==> config.mk <==
export PLATFORM = sky130hd
export DESIGN_NAME = char_lcd_expander_frame_writer
export DESIGN_NICKNAME = d
export VERILOG_FILES = /design/src/rtl/core/lcdfw_pkg.sv /design/src/rtl/core/lcdfw_digits.sv /design/src/rtl/core/char_lcd_expander_frame_writer.sv
export SDC_FILE = /design/constraint.sdc
export NUM_CORES = 1
export LEC_CHECK = 0
export BUFFER_PORTS_ARGS = -buffer_cell sky130_fd_sc_hd__clkbuf_2
export CORE_MARGIN = 3
export CORE_UTILIZATION = 35
export CTS_CLUSTER_DIAMETER = 50
export CTS_CLUSTER_SIZE = 12
export DETAILED_ROUTE_END_ITERATION = 7
export GPL_TIMING_DRIVEN = 0
export SYNTH_ARGS = -nofsm -noshare
export SYNTH_HDL_FRONTEND = slang
export SYNTH_HIERARCHICAL = 1
export SYNTH_SLANG_ARGS = --single-unit
==> constraint.sdc <==
create_clock -name clk -period 6.98 [get_ports clk]
set_input_delay 0.349 -clock clk [delete_from_list [all_inputs] [get_ports clk]]
set_output_delay 0.349 -clock clk [all_outputs]
set_load 0.02 [all_outputs]
==> src/rtl/core/lcdfw_pkg.sv <==
// Shared types, constants and the sequencer microcode for the LCD expander frame writer.
// No dependencies; used by every file under rtl/core.
package lcdfw_pkg;

    localparam int MAX_ROWS_DEF    = 4;
    localparam int MAX_COLUMNS_DEF = 20;

    localparam int NUM_W    = 32;
    localparam int DIGITS   = 10;
    localparam int BCD_W    = 4 * DIGITS;
    localparam int BITCNT_W = $clog2(NUM_W);
    localparam int DIGCNT_W = $clog2(DIGITS + 1);
    localparam int SEQ_LEN  = 7;
    localparam int SEQ_W    = $clog2(SEQ_LEN);

    localparam logic [2:0] CMD_PRINT_CHAR = 3'd0;
    localparam logic [2:0] CMD_SET_CURSOR = 3'd1;
    localparam logic [2:0] CMD_CLEAR      = 3'd2;
    localparam logic [2:0] CMD_PRINT_INT  = 3'd3;
    localparam logic [2:0] CMD_POWER_UP   = 3'd4;

    localparam logic [1:0] CFG_BACKLIGHT = 2'd0;
    localparam logic [1:0] CFG_ROWS      = 2'd1;
    localparam logic [1:0] CFG_COLUMNS   = 2'd2;

    localparam int CFG_W = 5;

    localparam logic [7:0] BYTE_CLEAR  = 8'h01;
    localparam logic [7:0] ASCII_ZERO  = 8'h30;

    typedef logic [3:0] step_t;

    localparam step_t S_WAIT      = 4'd0;
    localparam step_t S_CHAR      = 4'd1;
    localparam step_t S_CURSOR    = 4'd2;
    localparam step_t S_CLEAR     = 4'd3;
    localparam step_t S_SEND_ONE  = 4'd4;
    localparam step_t S_NUM_INIT  = 4'd5;
    localparam step_t S_DABBLE    = 4'd6;
    localparam step_t S_STRIP     = 4'd7;
    localparam step_t S_DIGIT     = 4'd8;
    localparam step_t S_SEND_DIG  = 4'd9;
    localparam step_t S_SEQ_INIT  = 4'd10;
    localparam step_t S_SEQ       = 4'd11;
    localparam step_t S_SEND_SEQ  = 4'd12;

    typedef enum logic [3:0] {
        OP_WAIT,
        OP_LOAD_CHAR,
        OP_LOAD_CURSOR,
        OP_LOAD_CLEAR,
        OP_SEND,
        OP_NUM_INIT,
        OP_DABBLE,
        OP_STRIP,
        OP_LOAD_DIGIT,
        OP_SEQ_INIT,
        OP_LOAD_SEQ
    } op_t;

    typedef enum logic [1:0] {
        LAST_ONE,
        LAST_DIGIT,
        LAST_SEQ
    } last_sel_t;

    typedef struct packed {
        op_t       op;
        last_sel_t last_sel;
        step_t     next;
    } uword_t;

    typedef struct packed {
        logic load;
        logic dabble;
        logic shift;
    } dig_ctl_t;

    typedef struct packed {
        logic [2:0]       cmd;
        logic [7:0]       char_code;
        logic [1:0]       row;
        logic [4:0]       column;
        logic [NUM_W-1:0] number;
    } in_item_t;

    typedef struct packed {
        logic [7:0] expander_byte;
        logic       last;
    } out_item_t;

    function automatic uword_t ucode(input step_t s);
        uword_t w;
        case (s)
            S_WAIT:     w = '{OP_WAIT,        LAST_ONE,   S_WAIT};
            S_CHAR:     w = '{OP_LOAD_CHAR,   LAST_ONE,   S_SEND_ONE};
            S_CURSOR:   w = '{OP_LOAD_CURSOR, LAST_ONE,   S_SEND_ONE};
            S_CLEAR:    w = '{OP_LOAD_CLEAR,  LAST_ONE,   S_SEND_ONE};
            S_SEND_ONE: w = '{OP_SEND,        LAST_ONE,   S_WAIT};
            S_NUM_INIT: w = '{OP_NUM_INIT,    LAST_ONE,   S_DABBLE};
            S_DABBLE:   w = '{OP_DABBLE,      LAST_ONE,   S_STRIP};
            S_STRIP:    w = '{OP_STRIP,       LAST_ONE,   S_DIGIT};
            S_DIGIT:    w = '{OP_LOAD_DIGIT,  LAST_ONE,   S_SEND_DIG};
            S_SEND_DIG: w = '{OP_SEND,        LAST_DIGIT, S_DIGIT};
            S_SEQ_INIT: w = '{OP_SEQ_INIT,    LAST_ONE,   S_SEQ};
            S_SEQ:      w = '{OP_LOAD_SEQ,    LAST_ONE,   S_SEND_SEQ};
            S_SEND_SEQ: w = '{OP_SEND,        LAST_SEQ,   S_SEQ};
            default:    w = '{OP_WAIT,        LAST_ONE,   S_WAIT};
        endcase
        return w;
    endfunction

    function automatic step_t dispatch(input logic [2:0] cmd);
        step_t s;
        case (cmd)
            CMD_PRINT_CHAR: s = S_CHAR;
            CMD_SET_CURSOR: s = S_CURSOR;
            CMD_CLEAR:      s = S_CLEAR;
            CMD_PRINT_INT:  s = S_NUM_INIT;
            CMD_POWER_UP:   s = S_SEQ_INIT;
            default:        s = S_WAIT;
        endcase
        return s;
    endfunction

    function automatic logic [6:0] row_base(input logic [1:0] row);
        logic [6:0] b;
        case (row)
            2'd0:    b = 7'h00;
            2'd1:    b = 7'h40;
            2'd2:    b = 7'h14;
            default: b = 7'h54;
        endcase
        return b;
    endfunction

    function automatic logic [7:0] power_seq(input logic [SEQ_W-1:0] idx);
        logic [7:0] b;
        case (idx)
            3'd0:    b = 8'h03;
            3'd1:    b = 8'h03;
            3'd2:    b = 8'h02;
            3'd3:    b = 8'h28;
            3'd4:    b = 8'h01;
            3'd5:    b = 8'h0C;
            3'd6:    b = 8'h06;
            default: b = 8'h00;
        endcase
        return b;
    endfunction

endpackage

==> src/rtl/core/lcdfw_digits.sv <==
// Binary to BCD digit unit: one shift-add-3 step per cycle, then digit shifts MSD first.
// Depends on lcdfw_pkg.
module lcdfw_digits
(
    input  logic                          clk,
    input  lcdfw_pkg::dig_ctl_t           ctl,
    input  logic [lcdfw_pkg::NUM_W-1:0]   number,
    output logic [3:0]                    top_digit
);

    logic [lcdfw_pkg::NUM_W-1:0] bin_reg;
    logic [lcdfw_pkg::NUM_W-1:0] bin_next;
    logic [lcdfw_pkg::BCD_W-1:0] bcd_reg;
    logic [lcdfw_pkg::BCD_W-1:0] bcd_next;
    logic [lcdfw_pkg::BCD_W-1:0] bcd_adj;

    always_comb
    begin
        logic [3:0] d;
        d = 4'd0;
        for (int i = 0; i < lcdfw_pkg::DIGITS; i++)
        begin
            d = bcd_reg[i*4 +: 4];
            bcd_adj[i*4 +: 4] = (d >= 4'd5) ? d + 4'd3 : d;
        end
    end

    always_comb
    begin
        bin_next = bin_reg;
        bcd_next = bcd_reg;
        if (ctl.load)
        begin
            bin_next = number;
            bcd_next = '0;
        end
        else if (ctl.dabble)
        begin
            bin_next = {bin_reg[lcdfw_pkg::NUM_W-2:0], 1'b0};
            bcd_next = {bcd_adj[lcdfw_pkg::BCD_W-2:0], bin_reg[lcdfw_pkg::NUM_W-1]};
        end
        else if (ctl.shift)
        begin
            bcd_next = {bcd_reg[lcdfw_pkg::BCD_W-5:0], 4'h0};
        end
    end

    always_ff @(posedge clk)
    begin
        bin_reg <= bin_next;
        bcd_reg <= bcd_next;
    end

    assign top_digit = bcd_reg[lcdfw_pkg::BCD_W-1 -: 4];

endmodule

==> src/rtl/core/char_lcd_expander_frame_writer.sv <==
// Top level of the character-LCD expander frame writer: microcode sequencer and frame datapath.
// Depends on lcdfw_pkg and lcdfw_digits.
//
//   channel   direction  signals                         beat
//   in        sink       in_valid, in_ready, in_data     one LCD request
//   out       source     out_valid, out_ready, out_data  one expander frame
//   cfg       sink       cfg_we, cfg_index, cfg_data     one register write
//
// A request is taken only in the wait step; each LCD byte costs one load step plus four frames.
// Print char, clear, set cursor: one byte (none for a cursor out of range); power-up: 7 bytes;
// print integer: init, 32 conversion steps, 1 to 9 zero-strip steps, one byte per digit.
// The frame output register lets the next request in while the final frame still waits.
// A stalled out channel holds the sequencer in its send step. Datapath registers have no reset.
module char_lcd_expander_frame_writer
#(
    parameter int MAX_ROWS    = lcdfw_pkg::MAX_ROWS_DEF,
    parameter int MAX_COLUMNS = lcdfw_pkg::MAX_COLUMNS_DEF
)
(
    input  logic                          clk,
    input  logic                          rst_n,
    input  logic                          in_valid,
    output logic                          in_ready,
    input  lcdfw_pkg::in_item_t           in_data,
    output logic                          out_valid,
    input  logic                          out_ready,
    output lcdfw_pkg::out_item_t          out_data,
    input  logic                          cfg_we,
    input  logic [1:0]                    cfg_index,
    input  logic [lcdfw_pkg::CFG_W-1:0]   cfg_data
);

    lcdfw_pkg::step_t     step_reg;
    lcdfw_pkg::step_t     step_next;
    lcdfw_pkg::uword_t    uw;
    lcdfw_pkg::in_item_t  item_reg;
    lcdfw_pkg::out_item_t out_data_reg;
    lcdfw_pkg::out_item_t out_data_next;
    lcdfw_pkg::dig_ctl_t  dig_ctl;

    logic                            out_valid_reg;
    logic                            out_valid_next;
    logic [1:0]                      phase_reg;
    logic [1:0]                      phase_next;
    logic [7:0]                      byte_reg;
    logic [7:0]                      byte_next;
    logic                            rs_reg;
    logic                            rs_next;
    logic [lcdfw_pkg::BITCNT_W-1:0]  bit_cnt_reg;
    logic [lcdfw_pkg::BITCNT_W-1:0]  bit_cnt_next;
    logic [lcdfw_pkg::DIGCNT_W-1:0]  dig_cnt_reg;
    logic [lcdfw_pkg::DIGCNT_W-1:0]  dig_cnt_next;
    logic [lcdfw_pkg::SEQ_W-1:0]     seq_idx_reg;
    logic [lcdfw_pkg::SEQ_W-1:0]     seq_idx_next;
    logic                            backlight_reg;
    logic [2:0]                      rows_reg;
    logic [4:0]                      columns_reg;

    logic       in_fire;
    logic       can_load;
    logic       send_load;
    logic       byte_done;
    logic       end_cond;
    logic       cursor_ok;
    logic       strip_go;
    logic [3:0] top_digit;
    logic [3:0] nibble;
    logic [6:0] cursor_addr;

    assign uw        = lcdfw_pkg::ucode(step_reg);
    assign in_ready  = (uw.op == lcdfw_pkg::OP_WAIT);
    assign in_fire   = in_valid && in_ready;
    assign can_load  = !out_valid_reg || out_ready;
    assign send_load = (uw.op == lcdfw_pkg::OP_SEND) && can_load;
    assign byte_done = send_load && (phase_reg == 2'd3);

    assign cursor_ok = ({1'b0, item_reg.row} < rows_reg)
                    && ({1'b0, item_reg.row} < 3'(MAX_ROWS))
                    && (item_reg.column < columns_reg)
                    && (item_reg.column < 5'(MAX_COLUMNS));
    assign cursor_addr = 7'(lcdfw_pkg::row_base(item_reg.row) + {2'b00, item_reg.column});

    assign strip_go = (top_digit == 4'd0) && (dig_cnt_reg > 4'd2);

    always_comb
    begin
        case (uw.last_sel)
            lcdfw_pkg::LAST_ONE:   end_cond = 1'b1;
            lcdfw_pkg::LAST_DIGIT: end_cond = (dig_cnt_reg == 4'd1);
            lcdfw_pkg::LAST_SEQ:   end_cond = (seq_idx_reg == 3'(lcdfw_pkg::SEQ_LEN - 1));
            default:               end_cond = 1'b1;
        endcase
    end

    // next step
    always_comb
    begin
        step_next = step_reg;
        case (uw.op)
            lcdfw_pkg::OP_WAIT:
            begin
                if (in_fire)
                begin
                    step_next = lcdfw_pkg::dispatch(in_data.cmd);
                end
            end
            lcdfw_pkg::OP_LOAD_CURSOR:
            begin
                step_next = cursor_ok ? uw.next : lcdfw_pkg::S_WAIT;
            end
            lcdfw_pkg::OP_DABBLE:
            begin
                step_next = (bit_cnt_reg == '0) ? uw.next : step_reg;
            end
            lcdfw_pkg::OP_STRIP:
            begin
                step_next = strip_go ? step_reg : uw.next;
            end
            lcdfw_pkg::OP_SEND:
            begin
                if (byte_done)
                begin
                    step_next = end_cond ? lcdfw_pkg::S_WAIT : uw.next;
                end
            end
            default:
            begin
                step_next = uw.next;
            end
        endcase
    end

    // datapath controls
    always_comb
    begin
        byte_next    = byte_reg;
        rs_next      = rs_reg;
        bit_cnt_next = bit_cnt_reg;
        dig_cnt_next = dig_cnt_reg;
        seq_idx_next = seq_idx_reg;
        phase_next   = phase_reg;
        dig_ctl      = '0;
        case (uw.op)
            lcdfw_pkg::OP_LOAD_CHAR:
            begin
                byte_next = item_reg.char_code;
                rs_next   = 1'b1;
            end
            lcdfw_pkg::OP_LOAD_CURSOR:
            begin
                byte_next = {1'b1, cursor_addr};
                rs_next   = 1'b0;
            end
            lcdfw_pkg::OP_LOAD_CLEAR:
            begin
                byte_next = lcdfw_pkg::BYTE_CLEAR;
                rs_next   = 1'b0;
            end
            lcdfw_pkg::OP_NUM_INIT:
            begin
                dig_ctl.load = 1'b1;
                bit_cnt_next = lcdfw_pkg::BITCNT_W'(lcdfw_pkg::NUM_W - 1);
                dig_cnt_next = lcdfw_pkg::DIGCNT_W'(lcdfw_pkg::DIGITS);
            end
            lcdfw_pkg::OP_DABBLE:
            begin
                dig_ctl.dabble = 1'b1;
                bit_cnt_next   = bit_cnt_reg - lcdfw_pkg::BITCNT_W'(1);
            end
            lcdfw_pkg::OP_STRIP:
            begin
                if (strip_go)
                begin
                    dig_ctl.shift = 1'b1;
                    dig_cnt_next  = dig_cnt_reg - lcdfw_pkg::DIGCNT_W'(1);
                end
            end
            lcdfw_pkg::OP_LOAD_DIGIT:
            begin
                byte_next = lcdfw_pkg::ASCII_ZERO | {4'h0, top_digit};
                rs_next   = 1'b1;
            end
            lcdfw_pkg::OP_SEQ_INIT:
            begin
                seq_idx_next = '0;
            end
            lcdfw_pkg::OP_LOAD_SEQ:
            begin
                byte_next = lcdfw_pkg::power_seq(seq_idx_reg);
                rs_next   = 1'b0;
            end
            lcdfw_pkg::OP_SEND:
            begin
                if (send_load)
                begin
                    phase_next = phase_reg + 2'd1;
                end
                if (byte_done && (uw.last_sel == lcdfw_pkg::LAST_DIGIT))
                begin
                    dig_ctl.shift = 1'b1;
                    dig_cnt_next  = dig_cnt_reg - lcdfw_pkg::DIGCNT_W'(1);
                end
                if (byte_done && (uw.last_sel == lcdfw_pkg::LAST_SEQ))
                begin
                    seq_idx_next = seq_idx_reg + lcdfw_pkg::SEQ_W'(1);
                end
            end
            default:
            begin
                phase_next = 2'd0;
            end
        endcase
    end

    assign nibble = phase_reg[1] ? byte_reg[3:0] : byte_reg[7:4];

    always_comb
    begin
        out_valid_next = out_valid_reg;
        out_data_next  = out_data_reg;
        if (send_load)
        begin
            out_valid_next              = 1'b1;
            out_data_next.expander_byte = {nibble, backlight_reg, ~phase_reg[0], 1'b0, rs_reg};
            out_data_next.last          = (phase_reg == 2'd3) && end_cond;
        end
        else if (out_ready)
        begin
            out_valid_next = 1'b0;
        end
    end

    always_ff @(posedge clk or negedge rst_n)
    begin
        if (!rst_n)
        begin
            step_reg      <= lcdfw_pkg::S_WAIT;
            out_valid_reg <= 1'b0;
            phase_reg     <= 2'd0;
            backlight_reg <= 1'b1;
            rows_reg      <= 3'd2;
            columns_reg   <= 5'd16;
        end
        else
        begin
            step_reg      <= step_next;
            out_valid_reg <= out_valid_next;
            phase_reg     <= phase_next;
            if (cfg_we)
            begin
                case (cfg_index)
                    lcdfw_pkg::CFG_BACKLIGHT: backlight_reg <= cfg_data[0];
                    lcdfw_pkg::CFG_ROWS:      rows_reg      <= cfg_data[2:0];
                    lcdfw_pkg::CFG_COLUMNS:   columns_reg   <= cfg_data[4:0];
                    default:                  columns_reg   <= columns_reg;
                endcase
            end
        end
    end

    always_ff @(posedge clk)
    begin
        if (in_fire)
        begin
            item_reg <= in_data;
        end
        out_data_reg <= out_data_next;
        byte_reg     <= byte_next;
        rs_reg       <= rs_next;
        bit_cnt_reg  <= bit_cnt_next;
        dig_cnt_reg  <= dig_cnt_next;
        seq_idx_reg  <= seq_idx_next;
    end

    lcdfw_digits u_digits
    (
        .clk       (clk),
        .ctl       (dig_ctl),
        .number    (item_reg.number),
        .top_digit (top_digit)
    );

    assign out_valid = out_valid_reg;
    assign out_data  = out_data_reg;

endmodule

After elaboration in Yosys (flattened, before gate mapping). Memories as Yosys holds them, arrays and structs flattened. Index checks and enable logic that the tools add are counted. Widths: inputs -> output; s select.

Muxes and demuxes: 43. Equality and inequality tests: 36. Order comparisons: 14. Reduce and logical (&&, ||, !) cells: 37. Add/sub/neg operators: 15. Bitwise operators: 2.

Operator list (number): $mux 40 (2); $mux 4 (18); $mux 32 (2); $ge 4x3->1 const B (10); $pmux 4 s5 (2); $pmux 8 s5 (1); $add 4x2->4 const B (9); $pmux 6 s6 (1); $pmux 7 s3 (1); $eq 4x3->1 const B (4); $eq 3x2->1 const B (4); $eq 3x3->1 const B (4); $eq 4x4->1 const B (3); $pmux 4 s3 (1); $reduce_bool 2->1 (6); $ne 2x2->1 const B (5); $pmux 5 s2 (1); $reduce_and 2->1 (5); $logic_and 1x1->1 (9); $reduce_or 9->1 (1); $eq 2x2->1 const B (4); $eq 4x1->1 const B (2); $eq 4x2->1 const B (2); $logic_not 4->1 (2); 31 further kinds (48).

Memories: 1. Input port bits: 62. Bits in read-only memories: 160. Register bits after elaboration: 164. Word-level logic and storage cells: 167. Output and inout port bits: 11.

Memory list: (no name shown) (words 16, width 10, read ports 1, clocked after Yosys merged registers in 0, wr ports 0, RTL line lcdfw_pkg.sv:94) `case (s)`.

Longest topological paths before layout.
Word-level depth: 9. Mapped depth: 12. Mapped depth without buffers: 10.

Cells and area by module. Netlist, hierarchy kept.

By module, submodules not included: char_lcd_expander_frame_writer (instances 1, seq. area each 2686.3 sq um, cells each 333, area each 4388.0 sq um); lcdfw_digits (instances 1, seq. area each 1761.7 sq um, cells each 386, area each 4042.6 sq um).

Worst setup path before layout. Ideal clock, no wire load.

Kind: reg-to-reg. From: register step_reg[3]. To: register item_reg[0] (netlist bit) (enable). Setup time: 0.457 ns. Arrival time: 3.304 ns. Period minus slack after synthesis: 3.760 ns. Required time: 6.523 ns. Cell stages (with the launch flop): 5. Slack: 3.220 ns. Buffers on the path: 1. Path through: dfrtp_1 -> buf_6 -> or4_1 -> and2_4 -> nor2b_1.

Word-level cells in the longest chain between the ends: 3.

Ends and longest elaborated chain: from (decl) (RTL line char_lcd_expander_frame_writer.sv:33) `lcdfw_pkg::step_t step_reg;`; from (signal assigned) (RTL line char_lcd_expander_frame_writer.sv:237) `step_reg <= lcdfw_pkg::S_WAIT;`; from (signal assigned) (RTL line char_lcd_expander_frame_writer.sv:246) `step_reg <= step_next;`; $mem_v2 16x10; $logic_not 4->1 (RTL line char_lcd_expander_frame_writer.sv:71) `assign in_ready = (uw.op == lcdfw_pkg::OP_WAIT);`; $logic_and 1x1->1 (RTL line char_lcd_expander_frame_writer.sv:72) `assign in_fire = in_valid && in_ready;`; via in_fire (RTL line char_lcd_expander_frame_writer.sv:59) `logic in_fire;`; to (signal assigned) (RTL line char_lcd_expander_frame_writer.sv:265) `item_reg <= in_data;`; to (decl) (RTL line char_lcd_expander_frame_writer.sv:36) `lcdfw_pkg::in_item_t item_reg;`.

The timed path passes the listed nets, and every way through them passes these cells. A chain may end at the register's enable or synchronous reset.

==> reports/metrics.cfg <==
[sta]
totalNegativeSetupSlack_ns=0
min_period_ns=3.71
whs_ns=0.0841
hold_viol=0
fmax_ghz=0.269
finalSetupViolCount=0
finalClockSkew_ns=0.0114
maxSlewHeadroom_pct=36.3
post-route-period-util_pct=53.2
slew_violations=0
worstMarginPinSlew_ns=0.956
rsz0062_at_grt=false

[floorplanning]
die_area_um2=26000
initial_core_util_pct=35.8
die_h_um=161
pin_count=73
die_w_um=161
core-area_um2=23500
rows=56

[clock_tree]
clk_pin_slew_ns=0.08
cts_resized=0
clk_path_buf_depth=2
cts_sinks=164
post_cts_buffers=0
tritoncts=built
cts_root_buffer=clkbuf_16
insertion_delay_ns=0.43
cts_buffers=17
cts.htree.levels=4

[synth]
synth_edf_count=108
yosysSeqAreaShare_pct=52.8
syn_area_per_cell_um2=11.7
yosysMostFrequentCell=edfxtp_1
ys_top_cells_by_area=edfxtp_1 38%, dfxtp_1 9.5%, ha_1 6.5%, mux2_2 4.7%, dfrtp_1 3.9%
synth_cell_types=75
async_reset_ff_share_pct=9.76
synthCells=719
synth_flop_cell=edfxtp_1
yosysWarnings=6
synth_top_area_share_pct=38.5
ys_top_cells_by_count=108 x edfxtp_1, 47 x a21oi_1, 45 x nor2_1, 44 x ha_1, 41 x inv_1
synth_area_um2=8430
ys_ff_latch=164
synth.net_count=825
synth_top_cell_by_area=edfxtp_1

[layout]
antenna_cells=0
fillers=2276
regArea_um2=4450
layout-area-overhead-vs-synth_pct=16.7
multi_input_area_um2=3600
drive_gt1_share_pct=22.9
largest_reg_flops=47
layout.nets=917

[routing]
drt-vias-per-instance=5.11
routed_wl_um=18600
drc_errors=0
wl_per_cell_um=16.3
drt_iter0_drc=339
drtPass1Iterations=5
vias=5839
antenna_left=0

[critical_path]
crit_required_ns=7.26
critPathCapture=u_digits/bcd_reg[29]$_SDFFE_PP0P_
path_class=flop to flop
worstPathMaxFanout=41
worstRegToRegCells=10
critPathArrivalTime_ns=3.99
worstReg2RegStart=step_reg[0]$_DFFE_PN0P_
start_kind=flop
r2r_end=u_digits/bcd_reg[29]$_SDFFE_PP0P_
r2r_slack_ns=3.27
endpoint_kind=flop
cp-startpoint=step_reg[0]$_DFFE_PN0P_

[grt]
gr-usage-met1_pct=19.5
top_usage_layer=met2
grt_pass1_wl_um=30300
met3_usage_pct=2.59
grt_antenna_before_repair=0
grt_util_all_layers_pct=14.6
grt_pass1_vias=5817
grt_util_met2_pct=23.6
overflow=0
grt_max_degree=42

[pwr]
ir_drop_v=0.000171
power.total_mw=4.34
powerDensity_nw_per_um2=441
p_leak_nw=3.65

[hold_path]
hold_path.class=input pin to flop

[flow_run]
maxCapViolCount=0

[place]
placement.io_buffers=71
gp_congestion=0.833
dp_hpwl_um=12800

[run_status]
status=complete, no violations

[worst min path at each step]
stage / depth (start not counted) / to / slack (ns) / startpoint
3_3_place_gp: 1 / columns_reg[1]$_DFFE_PN0P_ / 0.33 / rst_n
3_5_place_dp: 1 / columns_reg[2]$_DFFE_PN0P_ / 0.33 / rst_n
5_1_grt: 1 / item_reg[6]$_DFFE_PP_ / 0.06 / in_data[6]
4_1_cts: 1 / item_reg[6]$_DFFE_PP_ / 0.07 / in_data[6]
6_report: 1 / item_reg[6]$_DFFE_PP_ / 0.08 / in_data[6]
2_1_floorplan: 0 / columns_reg[0]$_DFFE_PN0P_ / 0.05 / rst_n
[logic make-up (layout without fill, tap and decap cells)]
group	Yosys count	after routing	share of synthesized area, %
AO/OA/AOI/OAI	167	167	13.6
XOR/XNOR	6	6	0.623
adder cells (fa/ha/maj)	44	44	6.53
buffers and inverters	81	186	4.63
flip-flops	164	164	52.8
multiplexers	68	68	8.86
other	1	1	0.0445
AND/OR/NAND/NOR	188	188	13.0
[per-layer routing]
| layer | part of all wire, % | wire length (um) |
|---|---|---|
| met1 | 47 | 8660 |
| met2 | 47 | 8820 |
| met3 | 4.0 | 745 |
| met4 | 2.2 | 401 |
| met5 | 0 | 0 |
[power breakdown]
| group | internal [mW] | switching [mW] |
|---|---|---|
| sequential | 1.48 | 0.204 |
| clock | 0.486 | 0.455 |
| combinational | 0.690 | 1.02 |
[cells in the final DEF (no fill, tap or decap), types with 9 or more instances in the layout]
| master | instances |
|---|---|
| o21ai_0 | 16 |
| nand2_1 | 36 |
| mux2_1 | 18 |
| a211oi_1 | 21 |
| dfxtp_1 | 40 |
| inv_1 | 41 |
| mux2_2 | 35 |
| o21ai_1 | 14 |
| ha_1 | 44 |
| dfrtp_1 | 13 |
| mux2i_1 | 15 |
| nor2_1 | 45 |
| nand4b_1 | 19 |
| nand2b_1 | 17 |
| nor3_1 | 10 |
| a32oi_1 | 9 |
| a21oi_1 | 47 |
| buf_2 | 17 |
| clkbuf_2 | 72 |
| clkbuf_16 | 17 |
| edfxtp_1 | 108 |
| o221ai_1 | 13 |
| buf_4 | 11 |
| nor3b_1 | 18 |
[critical path, stage by stage, from the launching register on]
cell and delay (ns):
dfrtp_1 0.51, inv_1 0.16, ha_1 0.26, and3b_1 0.22, or2_1 0.22, buf_2 0.17
nor2_1 0.65, nor2_4 0.15, inv_2 0.17, buf_2 0.77, o221ai_1 0.25
[through the flow]
stage	area [um2]	setup slack, ns	instances	utilization, %
2_1_floorplan	8430	3.22	719	-
3_3_place_gp	9190	1.97	1109	39.0
3_5_place_dp	9220	3.31	1110	39.2
4_1_cts	9840	3.29	1143	41.8
5_1_grt	9840	2.99	1143	41.8
6_report	9840	3.27	1143	41.8
[cell type report]
cell class                 count  share of cell area [%]
timing repair buffer          73                    3.99
clock buffer                  17                    4.32
tap                          319                    4.06
clock inverter                15                    1.84
inverter                      42                    1.60
sequential                   164                    45.2
multi-input combinational    474                    36.6
buffer                        39                    2.37
[what timing repair did]
item | 4_1_cts | 5_1_grt
endpoints found under the hold margin | 13 | 0
hold buffers | 1 | 0
endpoints found under the setup margin | 0 | 0
Note: power is estimated with default switching activity, not from simulation.
